## src/rtl/core/b64e_pkg.sv

```systemverilog
`default_nettype none
package b64e_pkg;

    localparam int unsigned MAX_RES = 4;
    localparam int unsigned RAW_MAX = 3;

    localparam logic [7:0] LINE_LENGTH_RST = 8'd72;

    localparam logic CMD_DATA  = 1'b0;
    localparam logic CMD_FLUSH = 1'b1;

    localparam logic [1:0] PH_ZERO = 2'd0;
    localparam logic [1:0] PH_ONE  = 2'd1;
    localparam logic [1:0] PH_TWO  = 2'd2;

    localparam logic [6:0] CHAR_PAD = 7'h3d;
    localparam logic [6:0] CHAR_NL  = 7'h0a;

    // Characters produced by one input item, emitted in order.
    typedef struct packed {
        logic [MAX_RES-1:0][6:0] chars;
        logic [2:0]              count;
    } t_group;

    function automatic logic [6:0] b64_char(input logic [5:0] idx);
        logic [6:0] r;
        r = 7'h2f;
        if (idx < 6'd26) begin
            r = 7'h41 + {1'b0, idx};
        end else if (idx < 6'd52) begin
            r = 7'h61 + {1'b0, idx - 6'd26};
        end else if (idx < 6'd62) begin
            r = 7'h30 + {1'b0, idx - 6'd52};
        end else if (idx == 6'd62) begin
            r = 7'h2b;
        end
        return r;
    endfunction

endpackage
`default_nettype wire

```

## src/rtl/core/b64e_if.sv

```systemverilog
`default_nettype none
interface b64e_in_if;
    logic       valid;
    logic       ready;
    logic       command;
    logic [7:0] data_byte;

    modport source (output valid, output command, output data_byte, input ready);
    modport sink   (input valid, input command, input data_byte, output ready);
endinterface

interface b64e_out_if;
    logic       valid;
    logic       ready;
    logic [6:0] out_char;
    logic       is_last;

    modport source (output valid, output out_char, output is_last, input ready);
    modport sink   (input valid, input out_char, input is_last, output ready);
endinterface
`default_nettype wire

```

## src/rtl/core/b64e_encode.sv

```systemverilog
`default_nettype none
module b64e_encode
    import b64e_pkg::*;
(
    input  wire logic   i_clk,
    input  wire logic   i_rst_n,
    input  wire logic   i_cfg_we,
    input  wire logic [7:0] i_cfg_wdata,
    b64e_in_if.sink     i_in,
    output t_group      o_grp,
    output logic        o_grp_valid,
    input  wire logic   i_grp_ready
);

    logic       r_in_valid;
    logic       r_cmd;
    logic [7:0] r_byte;
    logic [1:0] r_phase;
    logic [7:0] r_prev;
    logic [7:0] r_col;
    logic [7:0] r_line_len;

    logic       n_take;
    logic [1:0] n_phase;
    logic [7:0] n_col;

    assign n_take      = r_in_valid && i_grp_ready;
    assign o_grp_valid = r_in_valid;
    assign i_in.ready  = !r_in_valid || n_take;

    always_comb begin
        logic [RAW_MAX-1:0][6:0] raw;
        logic [1:0]              raw_cnt;
        logic [1:0]              ph;
        logic [7:0]              col;
        logic [2:0]              cnt;
        raw     = '0;
        raw_cnt = 2'd0;
        n_phase = PH_ZERO;
        ph      = r_phase;
        if (ph == 2'd3) begin
            ph = PH_ZERO;
        end
        if (r_cmd == CMD_DATA) begin
            case (ph)
                PH_ONE: begin
                    raw[0]  = b64_char({r_prev[1:0], r_byte[7:4]});
                    raw_cnt = 2'd1;
                    n_phase = PH_TWO;
                end
                PH_TWO: begin
                    raw[0]  = b64_char({r_prev[3:0], r_byte[7:6]});
                    raw[1]  = b64_char(r_byte[5:0]);
                    raw_cnt = 2'd2;
                    n_phase = PH_ZERO;
                end
                default: begin
                    raw[0]  = b64_char(r_byte[7:2]);
                    raw_cnt = 2'd1;
                    n_phase = PH_ONE;
                end
            endcase
        end else begin
            case (ph)
                PH_ONE: begin
                    raw[0]  = b64_char({r_prev[1:0], 4'd0});
                    raw[1]  = CHAR_PAD;
                    raw[2]  = CHAR_PAD;
                    raw_cnt = 2'd3;
                end
                PH_TWO: begin
                    raw[0]  = b64_char({r_prev[3:0], 2'd0});
                    raw[1]  = CHAR_PAD;
                    raw_cnt = 2'd2;
                end
                default: begin
                    raw_cnt = 2'd0;
                end
            endcase
        end

        // Place each character, followed by a newline when the line fills.
        o_grp = '0;
        col   = r_col;
        cnt   = 3'd0;
        for (int k = 0; k < RAW_MAX; k++) begin
            if (k < int'(raw_cnt)) begin
                if (cnt < 3'(MAX_RES)) begin
                    o_grp.chars[cnt[1:0]] = raw[k];
                    cnt = cnt + 3'd1;
                end
                col = col + 8'd1;
                if (col >= r_line_len) begin
                    if (cnt < 3'(MAX_RES)) begin
                        o_grp.chars[cnt[1:0]] = CHAR_NL;
                        cnt = cnt + 3'd1;
                    end
                    col = 8'd0;
                end
            end
        end
        o_grp.count = cnt;
        n_col = (r_cmd == CMD_FLUSH) ? 8'd0 : col;
    end

    always_ff @(posedge i_clk) begin
        if (!i_rst_n) begin
            r_in_valid <= 1'b0;
            r_phase    <= PH_ZERO;
            r_prev     <= 8'd0;
            r_col      <= 8'd0;
            r_line_len <= LINE_LENGTH_RST;
        end else begin
            if (i_cfg_we) begin
                r_line_len <= i_cfg_wdata;
            end
            if (i_in.valid && i_in.ready) begin
                r_in_valid <= 1'b1;
            end else if (n_take) begin
                r_in_valid <= 1'b0;
            end
            if (n_take) begin
                r_phase <= n_phase;
                r_col   <= n_col;
                r_prev  <= (r_cmd == CMD_FLUSH) ? 8'd0 : r_byte;
            end
        end
    end

    always_ff @(posedge i_clk) begin
        if (i_in.valid && i_in.ready) begin
            r_cmd  <= i_in.command;
            r_byte <= i_in.data_byte;
        end
    end

endmodule
`default_nettype wire

```

## src/rtl/core/b64e_serial.sv

```systemverilog
`default_nettype none
module b64e_serial
    import b64e_pkg::*;
(
    input  wire logic   i_clk,
    input  wire logic   i_rst_n,
    input  wire t_group i_grp,
    input  wire logic   i_grp_valid,
    output logic        o_grp_ready,
    b64e_out_if.source  o_out
);

    logic [MAX_RES-1:0][6:0] r_chars;
    logic [2:0]              r_cnt;
    logic [1:0]              r_idx;
    logic                    r_busy;

    logic n_adv;
    logic n_last;

    assign n_last      = ({1'b0, r_idx} == (r_cnt - 3'd1));
    assign n_adv       = r_busy && o_out.ready;
    assign o_grp_ready = !r_busy || (n_adv && n_last);

    assign o_out.valid    = r_busy;
    assign o_out.out_char = r_chars[r_idx];
    assign o_out.is_last  = n_last;

    always_ff @(posedge i_clk) begin
        if (!i_rst_n) begin
            r_busy <= 1'b0;
            r_idx  <= 2'd0;
            r_cnt  <= 3'd0;
        end else if (i_grp_valid && o_grp_ready) begin
            // Load the next group; an empty group leaves nothing to send.
            r_busy <= (i_grp.count != 3'd0);
            r_cnt  <= i_grp.count;
            r_idx  <= 2'd0;
        end else if (n_adv) begin
            if (n_last) begin
                r_busy <= 1'b0;
            end
            r_idx <= r_idx + 2'd1;
        end
    end

    always_ff @(posedge i_clk) begin
        if (i_grp_valid && o_grp_ready) begin
            r_chars <= i_grp.chars;
        end
    end

endmodule
`default_nettype wire

```

## src/rtl/core/base64_encoder_line_wrap.sv

```systemverilog
// Streaming Base64 encoder (A-Z a-z 0-9 + /) with line wrapping.
// Input channel i_in: command (0 = data byte, 1 = end of input) and
// data_byte; a transaction completes when valid and ready are both high.
// Output channel o_out: one ASCII character per transaction in out_char,
// with is_last set on the final character caused by an input item.
// A data byte gives one or two alphabet characters; end of input flushes
// pending bits with '=' padding, then restarts phase and column.
// Each character taking the column to line_length or more gets a newline.
// i_cfg_we / i_cfg_wdata write line_length; write it only while idle.
// The first character of an item is presented from the character stage
// after the item has passed through the input register.
// The character stage sends one output character per cycle while
// o_out.ready is high; an item holds it until its characters (one to
// four) are all sent, and an end of input with no pending bits passes
// through it without sending any.
// The input register accepts a new item while the character stage still
// waits on a stalled receiver; once both are full, i_in.ready drops.
// Reset (i_rst_n, synchronous) clears phase, previous byte and column and
// sets line_length to 72.
`default_nettype none
module base64_encoder_line_wrap
    import b64e_pkg::*;
(
    input  wire logic       i_clk,
    input  wire logic       i_rst_n,
    input  wire logic       i_cfg_we,
    input  wire logic [7:0] i_cfg_wdata,
    b64e_in_if.sink         i_in,
    b64e_out_if.source      o_out
);

    t_group grp;
    logic   grp_valid;
    logic   grp_ready;

    b64e_encode u_encode (
        .i_clk       (i_clk),
        .i_rst_n     (i_rst_n),
        .i_cfg_we    (i_cfg_we),
        .i_cfg_wdata (i_cfg_wdata),
        .i_in        (i_in),
        .o_grp       (grp),
        .o_grp_valid (grp_valid),
        .i_grp_ready (grp_ready)
    );

    b64e_serial u_serial (
        .i_clk       (i_clk),
        .i_rst_n     (i_rst_n),
        .i_grp       (grp),
        .i_grp_valid (grp_valid),
        .o_grp_ready (grp_ready),
        .o_out       (o_out)
    );

endmodule
`default_nettype wire
```

## src/flat_wrapper.sv

```systemverilog
// flat-port wrapper written by rule: the top's interface ports become plain ports
module base64_encoder_line_wrap_flat import b64e_pkg::*;
  (i_clk, i_rst_n, i_cfg_we, i_cfg_wdata, i_in_valid, i_in_command, i_in_data_byte, i_in_ready, o_out_valid, o_out_out_char, o_out_is_last, o_out_ready);
  b64e_in_if i_in_i ();
  b64e_out_if o_out_i ();
  input  wire logic i_clk;
  input  wire logic i_rst_n;
  input  wire logic i_cfg_we;
  input  wire logic [7:0] i_cfg_wdata;
  input wire logic [$bits(i_in_i.valid)-1:0] i_in_valid;
  input wire logic [$bits(i_in_i.command)-1:0] i_in_command;
  input wire logic [$bits(i_in_i.data_byte)-1:0] i_in_data_byte;
  output wire logic [$bits(i_in_i.ready)-1:0] i_in_ready;
  output wire logic [$bits(o_out_i.valid)-1:0] o_out_valid;
  output wire logic [$bits(o_out_i.out_char)-1:0] o_out_out_char;
  output wire logic [$bits(o_out_i.is_last)-1:0] o_out_is_last;
  input wire logic [$bits(o_out_i.ready)-1:0] o_out_ready;
  assign i_in_i.valid = i_in_valid;
  assign i_in_i.command = i_in_command;
  assign i_in_i.data_byte = i_in_data_byte;
  assign i_in_ready = i_in_i.ready;
  assign o_out_valid = o_out_i.valid;
  assign o_out_out_char = o_out_i.out_char;
  assign o_out_is_last = o_out_i.is_last;
  assign o_out_i.ready = o_out_ready;
  base64_encoder_line_wrap u_core (.i_clk(i_clk), .i_rst_n(i_rst_n), .i_cfg_we(i_cfg_we), .i_cfg_wdata(i_cfg_wdata), .i_in(i_in_i), .o_out(o_out_i));
endmodule
```

## config.mk

```make
export PLATFORM = sky130hd
export DESIGN_NAME = base64_encoder_line_wrap_flat
export DESIGN_NICKNAME = d
export VERILOG_FILES = /design/src/rtl/core/b64e_pkg.sv /design/src/rtl/core/b64e_if.sv /design/src/rtl/core/b64e_encode.sv /design/src/rtl/core/b64e_serial.sv /design/src/rtl/core/base64_encoder_line_wrap.sv /design/src/flat_wrapper.sv
export SDC_FILE = /design/constraint.sdc
export NUM_CORES = 1
export LEC_CHECK = 0
export ABC_CLOCK_PERIOD_IN_PS = 7300
export BUFFER_PORTS_ARGS = -buffer_cell sky130_fd_sc_hd__buf_2
export CORE_MARGIN = 2
export CORE_UTILIZATION = 40
export DETAILED_ROUTE_END_ITERATION = 10
export GPL_ROUTABILITY_DRIVEN = 0
export GPL_TIMING_DRIVEN = 0
export HOLD_SLACK_MARGIN = 0.1
export PLACE_DENSITY_LB_ADDON = 0.05
export SLEW_MARGIN = 20
export SYNTH_ARGS = -nofsm -noshare
export SYNTH_HDL_FRONTEND = slang
export SYNTH_SLANG_ARGS = --single-unit
```

## constraint.sdc

```tcl
create_clock -name i_clk -period 7.3 [get_ports i_clk]
set_clock_uncertainty 0.2 [all_clocks]
set_input_delay 0.73 -clock i_clk [delete_from_list [all_inputs] [get_ports i_clk]]
set_output_delay 0.73 -clock i_clk [all_outputs]
set_load 0.01 [all_outputs]
```

==> results of run 1 <==
==> cell type report <==
cell class / instances / area share, %
Buffer: 45 / 2.31
Timing Repair Buffer: 52 / 4.02
Inverter: 37 / 1.76
Multi-Input combinational cell: 668 / 63.4
Sequential cell: 66 / 21.6
Clock inverter: 6 / 0.538
Tap cell: 220 / 3.48
Clock buffer: 10 / 2.90
==> per-stage QoR <==
stage | area [µm²] | instances | util (%)
after CTS | 7700 | 1091 | 46.5
final | 7900 | 1104 | 47.6
after floorplan | 6810 | 818 | -
after global routing | 7900 | 1104 | 47.6
after global placement | 7230 | 1067 | 43.6
after detailed placement | 7230 | 1067 | 43.6
==> metal layers <==
metal,global-route usage (%),up-vias
met5,0,-
met4,6.26,0
met3,2.87,30
met2,36.1,195
li1,-,3106
met1,33.6,3071
==> path summary, 6_finish.rpt <==
| kind | from | end | slack, ns | depth (start not counted) |
|---|---|---|---|---|
| max | u_core.u_encode.r_col[1] | u_core.u_serial.r_chars[10] | 0.30 | 30 |
| min | u_core.u_encode.r_line_len[7] | u_core.u_encode.r_line_len[7] | 0.33 | 2 |
| max reg2reg | u_core.u_encode.r_col[1] | u_core.u_serial.r_chars[10] | 0.30 | 30 |
| min reg2reg | u_core.u_encode.r_line_len[7] | u_core.u_encode.r_line_len[7] | 0.33 | 2 |
==> worst register-to-register path, delay by kind of cell (launching register included) <==
family / cells / cell delay (ns)
AO/OA/AOI/OAI: 13 / 3.16
XOR/XNOR: 3 / 0.39
adder cells (fa/ha/maj): 4 / 1.14
buffers and inverters: 2 / 0.24
flip-flops: 1 / 0.39
AND/OR/NAND/NOR: 8 / 1.19
==> where the power goes <==
group	switching, µW	total (µW)	internal (µW)	leakage, µW
clock	176	406	230	0.000129
sequential	11.9	421	409	0.000602
combinational	173	282	109	0.00241
total	361	1110	749	0.00314
==> logic make-up after synthesis <==
| kind of cell | count (synthesis) | synth area share [%] |
|---|---|---|
| other | 1 | 0.0552 |
| multiplexers | 24 | 4.86 |
| AO/OA/AOI/OAI | 229 | 22.8 |
| buffers and inverters | 85 | 4.90 |
| AND/OR/NAND/NOR | 270 | 19.8 |
| flip-flops | 66 | 24.9 |
| adder cells (fa/ha/maj) | 77 | 14.2 |
| XOR/XNOR | 66 | 8.51 |
==> cells in the mapped netlist, drive strengths merged, types with 3 or more instances <==
master and number:
edfxtp 37, a22oi 8, a41o 3, nand4 7
o21a 3, xor2 25, a221oi 8, mux4 7
nor2b 27, nor3b 8, nand3b 3, nor3 22
ha 77, nand3 28, a32oi 3, and3 5
o31ai 7, and2 10, a31oi 7, a41oi 3
mux2i 15, o211ai 10, a311oi 5, xnor2 41
buf 10, a211oi 11, o22ai 7, inv 37
nand2 88, nand2b 10, dfxtp 29, a21oi 67
or2 3, nor2 51, clkbuf 38, a211o 3
o21ai 46, o211a 3, a21o 12
==> state kept, by name, indices dropped and copies added, names as in the netlist <==
signal and flops:
u_core.u_serial.r_idx 2, u_core.u_encode.r_byte 8, u_core.u_serial.o_out.valid 1, u_core.u_encode.r_prev 4
u_core.u_encode.r_col 8, u_core.u_encode.r_line_len 8, u_core.u_encode.r_phase 2, u_core.u_encode.o_grp_valid 1
u_core.u_encode.r_cmd 1, u_core.u_serial.r_cnt 3, u_core.u_serial.r_chars 28
==> timing repair <==
action                                  4_1_cts  5_1_grt
buffers inserted                             10       13
gates cloned                                  1        0
resized for setup                            30       30
endpoints found under the setup margin       25       25
pin swaps                                     7       17
==> summary.txt, run 1 <==
status -> finished, final reports clean
Synth Net Count -> 917
initial antenna violation count -> 0
static leakage -> 0.00314 µW
top-area cell type share of the netlist area -> 16.4%
# H-tree levels -> 3
Least-Margin Pin Slew -> 0.889 ns
Final min period -> 7.00 ns
Worst-Skew Late Latency -> 0.34 ns
met2 wire length -> 9.18 mm
register area -> 1710 µm²
net total in the final layout -> 978
via count -> 6402
area occupied by multi-input gates -> 5010 µm²
Post-Syn Area per Cell -> 8.31 µm²
endpoint class of the critical path -> flip-flop
fillers -> 1661
worst-path fanout max -> 6
final max-slew violation count -> 0
PwrDens -> 140 nW/µm²
clock sinks -> 66
most frequent cells in the layout -> nand2_1 (85), ha_1 (74), a21oi_1 (60)
wl on met1 -> 9.81 mm
Area growth syn-to-layout -> 16.3%
register bit total from synthesis -> 66
CP Class -> reg2reg
final setup vio count -> 0
DPL Wire Length -> 15.5 mm
crit-path max cell delay -> 0.61 ns
synth top area cells -> edfxtp_1 (16%), ha_1 (14%), dfxtp_1 (8.5%), xnor2_1 (5.3%), a21oi_1 (4.9%)
first-pass GRT wire length -> 33.1 mm
Yosys warnings -> 0
number of distinct library cells after synthesis -> 75
WP buf/inv -> 2
post-synth top area cell -> edfxtp_1
Final period util -> 95.9%
Worst Path Required -> 7.17 ns
overall track demand over capacity in global routing -> 23.1%
number of global-route vias before repair -> 6123
Fin. Hold Viols -> 0
PnR worst setup slack -> 0.302 ns
most common cell after layout, fill and taps aside -> nand2_1
Mapped Area -> 6800 µm²
vias per cell -> 5.80
register area share after synthesis -> 24.9%
Min-Delay Path Class -> reg2reg
drt first pass iters -> 5
die extent in x -> 134 µm
core box area -> 16600 µm²
layout cells sized above 1 -> 15.4%
Post-synth EDFFs -> 37
Max IR drop VDD -> 109 µV
# rows -> 47
TritonCTS clock tree -> built
worst slack at placement -> -1.81 ns
Buffers on Ports -> 29
post-route ant nets -> 0
fmax -> 0.143 GHz
CTS Hold Bufs -> 0
Crit path arrival time -> 6.87 ns
CTS max path bufs -> 2
Top Metal Used -> met4
max_cap viols -> 0
Post-Route Setup TNS -> 0 ns
Detailed Route Iter0 Violations -> 476
final WL -> 20.5 mm
smallest hold slack -> 0.331 ns
ANT cells -> 0
DRC violations left -> 0
I/O pins -> 32
FFs w/ async S/R, synth -> 0%
CTS root buf -> clkbuf_16
Startpoint Class -> flip-flop
WL met3 -> 1.07 mm
slowest cell on the critical path -> o41ai_2
Post-Syn Instances -> 818
gr ovfl total -> 0
Main synth FF type -> edfxtp_1
DR WL/cell -> 18.6 µm
clock slew at reported path FFs -> 0.06 ns
CP delay by family, top -> compound AO/OA/AOI/OAI gates
CTS buffer count -> 9
Power, Total -> 1110 µW
worst rel slew slack -> 40.6%
Starting Density -> 41.0%
Die ar. -> 18000 µm²
largest net degree at the start of global routing -> 33
Die Y -> 134 µm
No activity file was read; power rests on OpenSTA's default activity.
==> run 2: changes to the inputs <==
--- a/config.mk
+++ b/config.mk
@@ -14,6 +14,7 @@
 export GPL_TIMING_DRIVEN = 0
 export HOLD_SLACK_MARGIN = 0.1
 export PLACE_DENSITY_LB_ADDON = 0.05
+export REMOVE_ABC_BUFFERS = 1
 export SLEW_MARGIN = 20
 export SYNTH_ARGS = -nofsm -noshare
 export SYNTH_HDL_FRONTEND = slang
==> run 2 against run 1 <==
  * Register-to-register slack got worse by 0.05 ns
  * Combinational power decreased by 7.4%
  * Core utilization decreased by 0.28 points
  * Final area decreased by 0.59%
  * Worst setup slack got worse by 0.046 ns
==> summary.txt, run 2 (synthesis results as in run 1) <==
number of global-route vias before repair -> 5981
status -> finished, final reports clean
post-route ant nets -> 0
clock sinks -> 66
overall track demand over capacity in global routing -> 22.0%
DPL Wire Length -> 14.1 mm
Final period util -> 96.5%
Area growth syn-to-layout -> 15.6%
Starting Density -> 41.0%
final setup vio count -> 0
FF-to-FF setup slack -> 0.26 ns
CTS buffer count -> 9
smallest hold slack -> 0.320 ns
reg2reg start -> u_core.u_encode.r_col[5]
endpoint class of the critical path -> flip-flop
Least-Margin Pin Slew -> 1.19 ns
crit path launch -> u_core.u_encode.r_col[5]
via count -> 6171
worst hold start -> u_core.u_encode.r_line_len[2]
worst-path fanout max -> 6
Power, Total -> 1130 µW
PwrDens -> 144 nW/µm²
Die ar. -> 18000 µm²
slowest cell on the critical path -> dfxtp_1
flip-flop count of the largest register after layout -> 28
net total in the final layout -> 940
layout cells sized above 1 -> 16.5%
most frequent cells in the layout -> nand2_1 (85), ha_1 (74), a21oi_1 (61)
ANT cells -> 0
final WL -> 19.5 mm
CTS max path bufs -> 2
drt first pass iters -> 5
Detailed Route Iter0 Violations -> 640
vias per cell -> 5.79
Worst Path Required -> 7.17 ns
Fin. Hold Viols -> 0
final max-slew violation count -> 0
Die Y -> 134 µm
# rows -> 47
Min-Delay Path Class -> reg2reg
CTS root buf -> clkbuf_16
core box area -> 16600 µm²
CP Class -> reg2reg
Max IR drop VDD -> 112 µV
FF-to-FF path depth -> 31
crit-path max cell delay -> 0.48 ns
# H-tree levels -> 3
Final min period -> 7.04 ns
largest net degree at the start of global routing -> 33
CTS Hold Bufs -> 0
DR WL/cell -> 18.3 µm
die extent in x -> 134 µm
worst rel slew slack -> 20.3%
static leakage -> 0.00314 µW
Buffers on Ports -> 31
most common cell after layout, fill and taps aside -> nand2_1
r2r endpoint -> u_core.u_serial.r_chars[10]
Crit path arrival time -> 6.92 ns
clock slew at reported path FFs -> 0.06 ns
Startpoint Class -> flip-flop
fmax -> 0.142 GHz
Post-Route Setup TNS -> 0 ns
max_cap viols -> 0
initial antenna violation count -> 0
I/O pins -> 32
Worst-Skew Late Latency -> 0.34 ns
TritonCTS clock tree -> built
CP endpoint -> u_core.u_serial.r_chars[10]
DRC violations left -> 0
gr ovfl total -> 0
Most flops, register -> u_core.u_serial.r_chars
first-pass GRT wire length -> 31.8 mm
==> run 2: cell types whose count changed in the layout (fill, tap and decap cells not counted), sizes merged <==
cell	delta
clkbuf	-35
buf	-4
bufinv	+1
clkinvlp	-1
inv	+1
==> run 2: layer usage <==
metal | routed length, µm | part of all wire [%] | GRT usage (%)
met1 | 9440 | 48 | 31.9
met2 | 8960 | 46 | 34.9
met3 | 836 | 4.3 | 2.65
met4 | 308 | 1.6 | 5.03
met5 | 0 | 0 | 0
==> run 2: worst min path at each step <==
stage / depth (start not counted) / to / slack, ns
global placement: 2 / u_core.u_encode.r_line_len[2] / 0.30
detailed placement: 2 / u_core.u_encode.r_line_len[2] / 0.31
floorplan: 2 / u_core.u_encode.r_line_len[1] / 0.28
finish: 2 / u_core.u_encode.r_line_len[2] / 0.32
CTS: 2 / u_core.u_encode.r_line_len[2] / 0.32
global route: 2 / u_core.u_encode.r_line_len[1] / 0.35
==> run 2: critical path: cells and delay by family, from the launching register on <==
| family | cells | cell delay (ns) |
|---|---|---|
| compound gates | 11 | 2.67 |
| simple gates | 11 | 1.55 |
| fa+ha+maj | 4 | 1.12 |
| xor+xnor | 3 | 0.51 |
| flops | 1 | 0.48 |
| buf+inv | 2 | 0.25 |
==> run 2: cell type report <==
| type | instances | area (µm²) |
|---|---|---|
| repair buffers | 59 | 373 |
| well taps | 220 | 275 |
| flip-flops and latches | 66 | 1710 |
| clock inverters | 7 | 67.6 |
| multi-input cells | 668 | 5070 |
| inverters | 37 | 139 |
| clock buffers | 9 | 225 |
| fillers | 1613 | 8730 |
==> run 2: metrics by stage <==
stage	util [%]	instances	cell area, µm²	worst slack, ns
final	47.4	1066	7860	0.257
after global routing	47.4	1066	7860	-0.0474
after CTS	45.8	1053	7600	0.00529
after detailed placement	42.4	1021	7040	-2.36
after global placement	42.4	1021	7030	-2.38
after floorplan	-	770	6600	-0.330
==> run 2: repair_timing <==
action,in CTS,in global routing
pin swaps,11,17
gates cloned,1,0
endpoints found under the setup margin,25,25
buffers inserted,15,12
gates resized for setup,35,36
==> run 2: power by group <==
group,switching (µW),internal [µW]
combinational,155,106
sequential,24.4,410
clock,175,264
==> run 3: changes to the inputs <==
--- a/config.mk
+++ b/config.mk
@@ -5,7 +5,7 @@
 export SDC_FILE = /design/constraint.sdc
 export NUM_CORES = 1
 export LEC_CHECK = 0
-export ABC_CLOCK_PERIOD_IN_PS = 7300
+export ABC_CLOCK_PERIOD_IN_PS = 8100
 export BUFFER_PORTS_ARGS = -buffer_cell sky130_fd_sc_hd__buf_2
 export CORE_MARGIN = 2
 export CORE_UTILIZATION = 40
==> constraint.sdc (replaced) <==
create_clock -name i_clk -period 8.1 [get_ports i_clk]
set_clock_uncertainty 0.2 [all_clocks]
set_input_delay 0.81 -clock i_clk [delete_from_list [all_inputs] [get_ports i_clk]]
set_output_delay 0.81 -clock i_clk [all_outputs]
set_load 0.01 [all_outputs]
==> run 3 against run 2 <==
  * Clock power down 10%
  * Combinational power down 13%
  * Largest power group unchanged
  * Final cell count down 1.4%
  * Critical path depth up 3
  * Routed wire length down 2.5%
  * Worst setup slack better by 0.14 ns
  * Sequential power down 9.7%
  * Worst hold slack about the same
  * Non-clock buffer count down 15
==> summary.txt, run 3 (synthesis results as in run 1) <==
most frequent cells in the layout -> nand2_1 (87), ha_1 (75), a21oi_1 (62)
vias per cell -> 5.76
PwrDens -> 134 nW/µm²
r2r endpoint -> u_core.u_serial.r_chars[10]
Crit path arrival time -> 7.58 ns
clock slew at reported path FFs -> 0.06 ns
Buffers on Ports -> 31
Startpoint Class -> flip-flop
gr ovfl total -> 0
worst-path fanout max -> 9
Finished Layout Cells -> 1051
fmax -> 0.130 GHz
final max-slew violation count -> 0
largest net degree at the start of global routing -> 33
CTS Hold Bufs -> 0
most common cell after layout, fill and taps aside -> nand2_1
reg2reg start -> u_core.u_encode.r_col[0]
DR WL/cell -> 18.1 µm
layout cells sized above 1 -> 12.9%
Fin. Hold Viols -> 0
CP Class -> reg2reg
# rows -> 47
area occupied by multi-input gates -> 4900 µm²
Most flops, register -> u_core.u_serial.r_chars
final WL -> 19.1 mm
initial antenna violation count -> 0
DRC violations left -> 0
worst rel slew slack -> 31.7%
overall track demand over capacity in global routing -> 21.6%
DPL Wire Length -> 14.1 mm
Starting Density -> 41.0%
WHS Endpoint -> u_core.u_encode.r_line_len[2]
core box area -> 16600 µm²
drt first pass iters -> 5
hold path depth -> 2
number of global-route vias before repair -> 5855
flip-flop count of the largest register after layout -> 28
Final period util -> 95.1%
static leakage -> 0.00300 µW
CTS root buf -> clkbuf_16
max_cap viols -> 0
Area growth syn-to-layout -> 11.3%
ANT cells -> 0
Final min period -> 7.70 ns
CTS max path bufs -> 2
fillers -> 1639
net total in the final layout -> 925
crit-path max cell delay -> 0.45 ns
FF-to-FF setup slack -> 0.40 ns
# H-tree levels -> 3
Die ar. -> 18000 µm²
Min-Delay Path Class -> reg2reg
I/O pins -> 32
final setup vio count -> 0
Max IR drop VDD -> 108 µV
TritonCTS clock tree -> built
Worst-Skew Late Latency -> 0.34 ns
register area -> 1700 µm²
endpoint class of the critical path -> flip-flop
clock sinks -> 66
PnR worst setup slack -> 0.398 ns
worst hold start -> u_core.u_encode.r_line_len[2]
first-pass GRT wire length -> 31.1 mm
post-route ant nets -> 0
CP delay by family, top -> compound AO/OA/AOI/OAI gates
die extent in x -> 134 µm
CTS buffer count -> 9
slowest cell on the critical path -> a221o_2
Least-Margin Pin Slew -> 1.02 ns
Worst Path Required -> 7.97 ns
worst slack at placement -> -1.56 ns
status -> finished, final reports clean
FF-to-FF path depth -> 34
unrepaired setup endpoints after global routing -> no
Die Y -> 134 µm
dpl cells -> 1021
via count -> 6056
Detailed Route Iter0 Violations -> 518
WP buf/inv -> 2
[run 3: cell count changes in the layout (fill, tap and decap cells not counted), moves of 3 or more]
cell | previous run | this run
nand3_1 | 24 | 27
o21ai_0 | 37 | 41
nor2_1 | 47 | 50
buf_4 | 25 | 12
dfxtp_4 | 4 | 1
[run 3: per-layer routing]
metal	routed length [µm]	part of all wire (%)	vias up	GRT usage, %
li1	-	-	3003	-
met5	0	0	-	0
met2	8670	45	135	33.9
met3	709	3.7	22	2.42
met1	9410	49	2896	31.7
met4	273	1.4	0	5.50
[run 3: worst max path at each step]
stage | start | end | slack, ns | cells after the start
6_report | u_core.u_encode.r_col[0] | u_core.u_serial.r_chars[10] | 0.40 | 34
3_5_place_dp | u_core.u_encode.r_col[0] | u_core.u_serial.r_chars[4] | -1.56 | 32
5_1_grt | u_core.u_encode.r_col[0] | u_core.u_serial.r_chars[4] | 0.01 | 33
4_1_cts | u_core.u_encode.r_col[0] | u_core.u_serial.r_chars[8] | 0.02 | 34
3_3_place_gp | u_core.u_encode.r_col[0] | u_core.u_serial.r_chars[2] | -1.58 | 32
2_1_floorplan | u_core.u_encode.r_col[0] | u_core.u_serial.r_chars[4] | 0.47 | 32
[run 3: where the power goes]
group / internal (µW) / switching [µW] / total, µW / leakage (µW)
Combinational: 90.7 / 136 / 226 / 0.00226
Clock: 238 / 157 / 395 / 0.000141
Sequential: 370 / 22.3 / 392 / 0.000601
[run 3: metrics by stage]
stage | total power, µW | cell area [µm²] | hold WS, ns | utilization [%] | setup TNS [ns]
final | 1010 | 7560 | 0.320 | 45.6 | 0
after global routing | 1060 | 7560 | 0.351 | 45.6 | 0
after CTS | 1020 | 7430 | 0.322 | 44.8 | 0
after detailed placement | 615 | 7040 | 0.308 | 42.4 | -30.17
after global placement | 611 | 7030 | 0.299 | 42.4 | -30.52
after floorplan | 548 | 6600 | 0.283 | - | 0
[run 3: what timing repair did]
item | in CTS | in global routing
gates cloned | 0 | 1
endpoints found under the setup margin | 25 | 25
gates resized for setup | 14 | 15
pin swaps | 1 | 7
setup buffers | 3 | 9
[run 3: layout make-up]
cell class	instances	area share (%)
multi-input cells	668	64.8
flip-flops and latches	66	22.5
well taps	220	3.64
repair buffers	44	3.34
clock buffers	9	2.98
inverters	37	1.84
clock inverters	7	0.894
[run 3: worst register-to-register path: cells and delay by family (launching register included)]
family,cells,cell delay (ns)
buf+inv,2,0.18
flops,1,0.42
simple gates,9,1.57
compound gates,15,3.40
fa+ha+maj,5,1.24
xor+xnor,3,0.44
